===== config.mk =====
export PLATFORM = sky130hd
export DESIGN_NAME = hbpg_chan
export DESIGN_NICKNAME = d
export VERILOG_FILES = /design/src/rtl/hbpg_pkg.sv /design/src/rtl/hbpg_chan.sv
export SDC_FILE = /design/constraint.sdc
export NUM_CORES = 1
export LEC_CHECK = 0
export BUFFER_PORTS_ARGS = -buffer_cell sky130_fd_sc_hd__buf_2
export CAP_MARGIN = 5
export CORE_MARGIN = 2
export CORE_UTILIZATION = 38
export DETAILED_ROUTE_END_ITERATION = 10
export HOLD_SLACK_MARGIN = 0.03
export PLACE_DENSITY = 0.59
export SLEW_MARGIN = 30
export SYNTH_ARGS = -nofsm -noshare
export SYNTH_HDL_FRONTEND = slang
export SYNTH_SLANG_ARGS = --single-unit

===== constraint.sdc =====
create_clock -name clk -period 4.6 [get_ports clk]
set_input_delay 0.92 -clock clk [delete_from_list [all_inputs] [get_ports clk]]
set_output_delay 0.92 -clock clk [all_outputs]
set_load 0.1 [all_outputs]

===== src/rtl/hbpg_pkg.sv =====
package hbpg_pkg;

	// hue sextant, 60 degrees each
	typedef enum logic [2:0] {
		SEXT_RED_YEL = 3'd0,
		SEXT_YEL_GRN = 3'd1,
		SEXT_GRN_CYN = 3'd2,
		SEXT_CYN_BLU = 3'd3,
		SEXT_BLU_MAG = 3'd4,
		SEXT_MAG_RED = 3'd5
	} sext_t;

	localparam int unsigned TONE_W  = 10;
	localparam int unsigned LEVEL_W = 7;
	localparam int unsigned COLOR_W = 24;
	localparam int unsigned CHAN_W  = 8;

	localparam int unsigned LEVEL_MAX = 100;
	localparam int unsigned TONE_MAX  = 359;

	// blend weights toward text, per mille
	localparam int unsigned NUM_BLENDS = 5;
	localparam int unsigned BLEND_K [NUM_BLENDS] = '{80, 35, 350, 600, 120};

	// reciprocal constants: floor(n/100), floor(n/25), floor(n/125)
	localparam int unsigned RCP100_K = 5243;
	localparam int unsigned RCP100_S = 19;
	localparam int unsigned RCP25_K  = 10486;
	localparam int unsigned RCP25_S  = 18;
	localparam int unsigned RCP125_K = 33555;
	localparam int unsigned RCP125_S = 22;

endpackage


===== src/rtl/hbpg_chan.sv =====
module hbpg_chan (
	input  logic                                  clk,
	input  logic signed [hbpg_pkg::TONE_W-1:0]    tone,
	input  logic        [hbpg_pkg::LEVEL_W-1:0]   level,
	output logic        [hbpg_pkg::COLOR_W-1:0]   color
);

	// stage 1: clamp, sextant, ramp weight
	logic [6:0]            lvl_c;
	logic [8:0]            t_c;
	logic [1:0]            pair_c;
	logic [8:0]            m_c;
	logic                  half_c;
	logic [5:0]            w_c;

	logic [6:0]            lvl_s1;
	logic                  grey_s1;
	hbpg_pkg::sext_t       sext_s1;
	logic [5:0]            w_s1;

	always_comb begin
		lvl_c = (level > 7'(hbpg_pkg::LEVEL_MAX)) ? 7'(hbpg_pkg::LEVEL_MAX) : level;
		t_c   = (tone[8:0] > 9'(hbpg_pkg::TONE_MAX)) ? 9'(hbpg_pkg::TONE_MAX) : tone[8:0];
		if (t_c >= 9'd240) begin
			pair_c = 2'd2;
			m_c    = t_c - 9'd240;
		end else if (t_c >= 9'd120) begin
			pair_c = 2'd1;
			m_c    = t_c - 9'd120;
		end else begin
			pair_c = 2'd0;
			m_c    = t_c;
		end
		half_c = (m_c >= 9'd60);
		w_c    = half_c ? 6'(9'd120 - m_c) : m_c[5:0];
	end

	always_ff @(posedge clk) begin
		lvl_s1  <= lvl_c;
		grey_s1 <= tone[9];
		sext_s1 <= hbpg_pkg::sext_t'({pair_c, half_c});
		w_s1    <= w_c;
	end

	// stage 2: level times ramp weight, value numerator
	logic [12:0]           p_s2;
	logic [14:0]           vn_s2;
	logic                  grey_s2;
	hbpg_pkg::sext_t       sext_s2;

	always_ff @(posedge clk) begin
		p_s2    <= 13'(lvl_s1) * 13'(w_s1);
		vn_s2   <= 15'(lvl_s1) * 15'd255 + 15'd50;
		grey_s2 <= grey_s1;
		sext_s2 <= sext_s1;
	end

	// stage 3: value channel, ramp numerator over 16
	logic [27:0]           vprod;
	logic [17:0]           xn;
	logic [7:0]            v_s3;
	logic [12:0]           xq_s3;
	logic                  grey_s3;
	hbpg_pkg::sext_t       sext_s3;

	assign vprod = 28'(vn_s2) * 28'(hbpg_pkg::RCP100_K);
	assign xn    = 18'(p_s2) * 18'd17 + 18'd200;

	always_ff @(posedge clk) begin
		v_s3    <= vprod[hbpg_pkg::RCP100_S +: 8];
		xq_s3   <= xn[16:4];
		grey_s3 <= grey_s2;
		sext_s3 <= sext_s2;
	end

	// stage 4: ramp channel, divide by 25
	logic [26:0]           xprod;
	logic [7:0]            x_s4;
	logic [7:0]            v_s4;
	logic                  grey_s4;
	hbpg_pkg::sext_t       sext_s4;

	assign xprod = 27'(xq_s3) * 27'(hbpg_pkg::RCP25_K);

	always_ff @(posedge clk) begin
		x_s4    <= xprod[hbpg_pkg::RCP25_S +: 8];
		v_s4    <= v_s3;
		grey_s4 <= grey_s3;
		sext_s4 <= sext_s3;
	end

	// stage 5: channel placement
	logic [23:0]           rgb_c;
	logic [23:0]           color_s5;

	always_comb begin
		if (grey_s4) begin
			rgb_c = {v_s4, v_s4, v_s4};
		end else begin
			case (sext_s4)
				hbpg_pkg::SEXT_RED_YEL: rgb_c = {v_s4, x_s4, 8'd0};
				hbpg_pkg::SEXT_YEL_GRN: rgb_c = {x_s4, v_s4, 8'd0};
				hbpg_pkg::SEXT_GRN_CYN: rgb_c = {8'd0, v_s4, x_s4};
				hbpg_pkg::SEXT_CYN_BLU: rgb_c = {8'd0, x_s4, v_s4};
				hbpg_pkg::SEXT_BLU_MAG: rgb_c = {x_s4, 8'd0, v_s4};
				default:                rgb_c = {v_s4, 8'd0, x_s4};
			endcase
		end
	end

	always_ff @(posedge clk) begin
		color_s5 <= rgb_c;
	end

	assign color = color_s5;

endmodule


==> qor.yml <==
critical_path:
  cp.required_ps: 4900
  crit_family: "adder cells"
  r2r-start: "vn_s2[5]"
  crit_path_cell_trace: "buf_4 > ha_1 > fa_1 > fa_1 > ha_1 > fa_1 > ha_1 > and4_1 > nand3_1 > a2bb2oi_2 > o311a_1 > a311o_1 > o31a_1 > xnor2_1"
  path_buf_inv: 1
  cp-start-kind: "register"
  critPathKind: "reg -> reg"
  worst-path-max-fanout: 4
  worst_path_largest_cell_delay_ps: 580
  crit_arrival_ps: 5010
  r2r_end: "v_s3[7]"
  crit_cells: 14
  end_kind: "register"
  r2r_cells: 14
  critPathSlowestCell: "fa_1"
  r2r_slack_ps: -110
clock_network:
  clk_pin_slew_ps: 50
  root_buffer: "clkbuf_16"
  cts.sinks: 118
  cts_tree: "built"
  clk_path_buf_depth: 2
  cts_max_level: 4
  cts_buffers: 17
  insertion_delay_ps: 420
routing:
  vias: 9081
  wl_per_cell_um: 13.6
  antenna_left: 0
  remaining_drc_errors: 0
  drt_first_pass_iters: 5
  drt-initial-drc-count: 315
  wl_mm: 26.4
  avgViaCountPerCell: 4.69
run_status:
  status: "complete, but fails checks"
  violations: "negative setup slack"
timing:
  rsz0062_at_grt: "yes"
  fmax_mhz: 212
  slew_viol_final: 0
  skew_ps: 13.9
  setup-violations-final: 2
  finalHoldViolations: 0
  hold_slack_ps: 323
  setup-tns-final_ps: -120
  fin_crit_ps: 4710
  period_share: 1.02
  worst_pin_slew_ps: 755
  relSlewSlack: 0.483
  setup_ws_ps: -113
place:
  gp_congestion: 0.818
  port_buffers: 41
  place_area_sq_um: 14700
  dpl.hpwl_mm: 21.9
floorplan:
  num_io_pins: 42
  start_util: 0.387
  rows: 68
  coreArea_sq_um: 34500
  die_y_um: 191
  die_area_sq_um: 36700
  die_w_um: 191
layout:
  num_antenna_cells: 0
  final_util: 0.462
  drive_gt1_frac: 0.191
  syn2layout_area_growth_pct: 19.6
  layout.nets: 1930
  multiInputGateArea_sq_um: 10200
  fillerInstances: 3276
  stdcell_area_sq_um: 16000
  regArea_sq_um: 2420
synthesis:
  syn_area_sq_um: 13400
  syn_area_per_cell_sq_um: 10.0
  synth_edf_count: 0
  async_reset_ff_frac: 0
  synth_cell_type_count: 61
  yosys_warnings: 0
  synth-main-ff-cell: "dfxtp_1"
  synth_seq_area_share: 0.177
  syn_nets: 1794
  ys_seq_elements: 118
  syn_inst: 1333
global_route:
  grt_pass1_wl_mm: 45.3
  grt_pass1_vias: 9702
  track_usage: 0.154
  antenna_found_initial: 0
  overflow: 0
  grt_max_degree: 38
flow_run:
  cap_violations: 0
min_path:
  hold_depth: 0
  hold_class: "reg -> reg"
  hp-start: "v_s3[1]"
  hold_end: "v_s4[1]"
==> cell usage in the layout (no fill, tap or decap), types with 4 or more instances in the layout <==
| cell | Yosys | layout |
|---|---|---|
| a21o_1 | 16 | 16 |
| a21oi_1 | 52 | 47 |
| a21oi_2 | 1 | 5 |
| a221o_1 | 9 | 9 |
| a222oi_1 | 7 | 7 |
| a22o_1 | 24 | 24 |
| a31oi_1 | 5 | 4 |
| and2_1 | 25 | 24 |
| and3_1 | 7 | 5 |
| buf_2 | 0 | 41 |
| buf_4 | 0 | 93 |
| bufinv_16 | 0 | 6 |
| clkbuf_16 | 0 | 17 |
| dfxtp_1 | 118 | 95 |
| dfxtp_2 | 0 | 12 |
| dfxtp_4 | 0 | 11 |
| fa_1 | 171 | 164 |
| fa_2 | 0 | 7 |
| ha_1 | 272 | 239 |
| ha_2 | 0 | 7 |
| ha_4 | 0 | 26 |
| inv_1 | 305 | 289 |
| inv_2 | 0 | 15 |
| mux2_2 | 9 | 9 |
| mux2i_1 | 5 | 5 |
| nand2_1 | 58 | 58 |
| nand2b_1 | 7 | 7 |
| nand3_1 | 10 | 10 |
| nor2_1 | 23 | 23 |
| nor2b_1 | 25 | 25 |
| nor3_1 | 15 | 15 |
| o211ai_1 | 7 | 7 |
| o21a_1 | 6 | 6 |
| o21ai_0 | 26 | 22 |
| o21ai_1 | 2 | 4 |
| o21bai_1 | 6 | 6 |
| or3_1 | 4 | 4 |
| xnor2_1 | 39 | 39 |
| xor2_1 | 15 | 14 |
==> routing by layer <==
layer,share of wire,global-route usage
met5,0,0
met1,0.47,0.197
met2,0.49,0.272
met3,0.025,0.0244
met4,0.010,0.0358
==> state kept, by name (all words and copies together) (netlist names) <==
name / flops
sext_s1: 3
x_s4: 8
sext_s4: 3
v_s4: 8
grey_s4: 1
p_s2: 13
sext_s2: 3
color: 24
v_s3: 8
grey_s1: 1
xq_s3: 13
vn_s2: 15
grey_s2: 1
w_s1: 6
sext_s3: 3
lvl_s1: 7
grey_s3: 1
==> stage by stage <==
stage / instances / worst slack [ps]
6_report: 1937 / -113
5_1_grt: 1937 / -294
3_5_place_dp: 1896 / -159
4_1_cts: 1932 / -97.7
2_1_floorplan: 1333 / -14.7
3_3_place_gp: 1896 / -139
==> worst max-delay path by stage <==
stage / end / startpoint
finish: v_s3[7] / vn_s2[5]
detailed placement: x_s4[5] / xq_s3[8]
floorplan: x_s4[5] / xq_s3[5]
CTS: v_s3[7] / vn_s2[9]
global placement: x_s4[5] / xq_s3[6]
global route: v_s3[7] / vn_s2[10]
==> final cells by class <==
type / instances / area share
sequential: 118 / 0.151
inverter: 305 / 0.0719
clock inverter: 12 / 0.0140
timing repair buffer: 136 / 0.0580
tap: 455 / 0.0356
clock buffer: 20 / 0.0286
multi-input combinational: 891 / 0.640
==> cell usage after synthesis (9+ instances only) <==
| cell type | count | area share |
|---|---|---|
| and2_1 | 25 | 0.012 |
| a22o_1 | 24 | 0.016 |
| inv_1 | 305 | 0.086 |
| a21oi_1 | 52 | 0.019 |
| nor2_1 | 23 | 0.0065 |
| a221o_1 | 9 | 0.0067 |
| nand2_1 | 58 | 0.016 |
| fa_1 | 171 | 0.26 |
| xor2_1 | 15 | 0.0098 |
| ha_1 | 272 | 0.25 |
| xnor2_1 | 39 | 0.026 |
| nor2b_1 | 25 | 0.012 |
| dfxtp_1 | 118 | 0.18 |
| nor3_1 | 15 | 0.0056 |
| mux2_2 | 9 | 0.0076 |
| nand3_1 | 10 | 0.0037 |
| a21o_1 | 16 | 0.0090 |
| o21ai_0 | 26 | 0.0097 |
| clkbuf_1 | 14 | 0.0039 |
==> what timing repair did <==
action	4_1_cts	5_1_grt
gates resized for setup	33	61
hold buffers	0	0
setup buffers	4	5
pin swaps	29	58
hold endpoints to repair	0	0
setup endpoints to repair	6	10
==> logic make-up (layout without fill, tap and decap cells) <==
| family | Yosys count | after routing | share of synthesized area |
|---|---|---|---|
| fa+ha+maj | 444 | 444 | 0.512 |
| buf+inv | 324 | 473 | 0.0916 |
| simple gates | 190 | 190 | 0.0732 |
| compound gates | 189 | 189 | 0.0994 |
| flops | 118 | 118 | 0.177 |
| xor+xnor | 54 | 54 | 0.0354 |
| mux | 14 | 14 | 0.0113 |
Power is not shown: default switching activity piles up to over one toggle a cycle in this logic, so the estimate is an artifact.
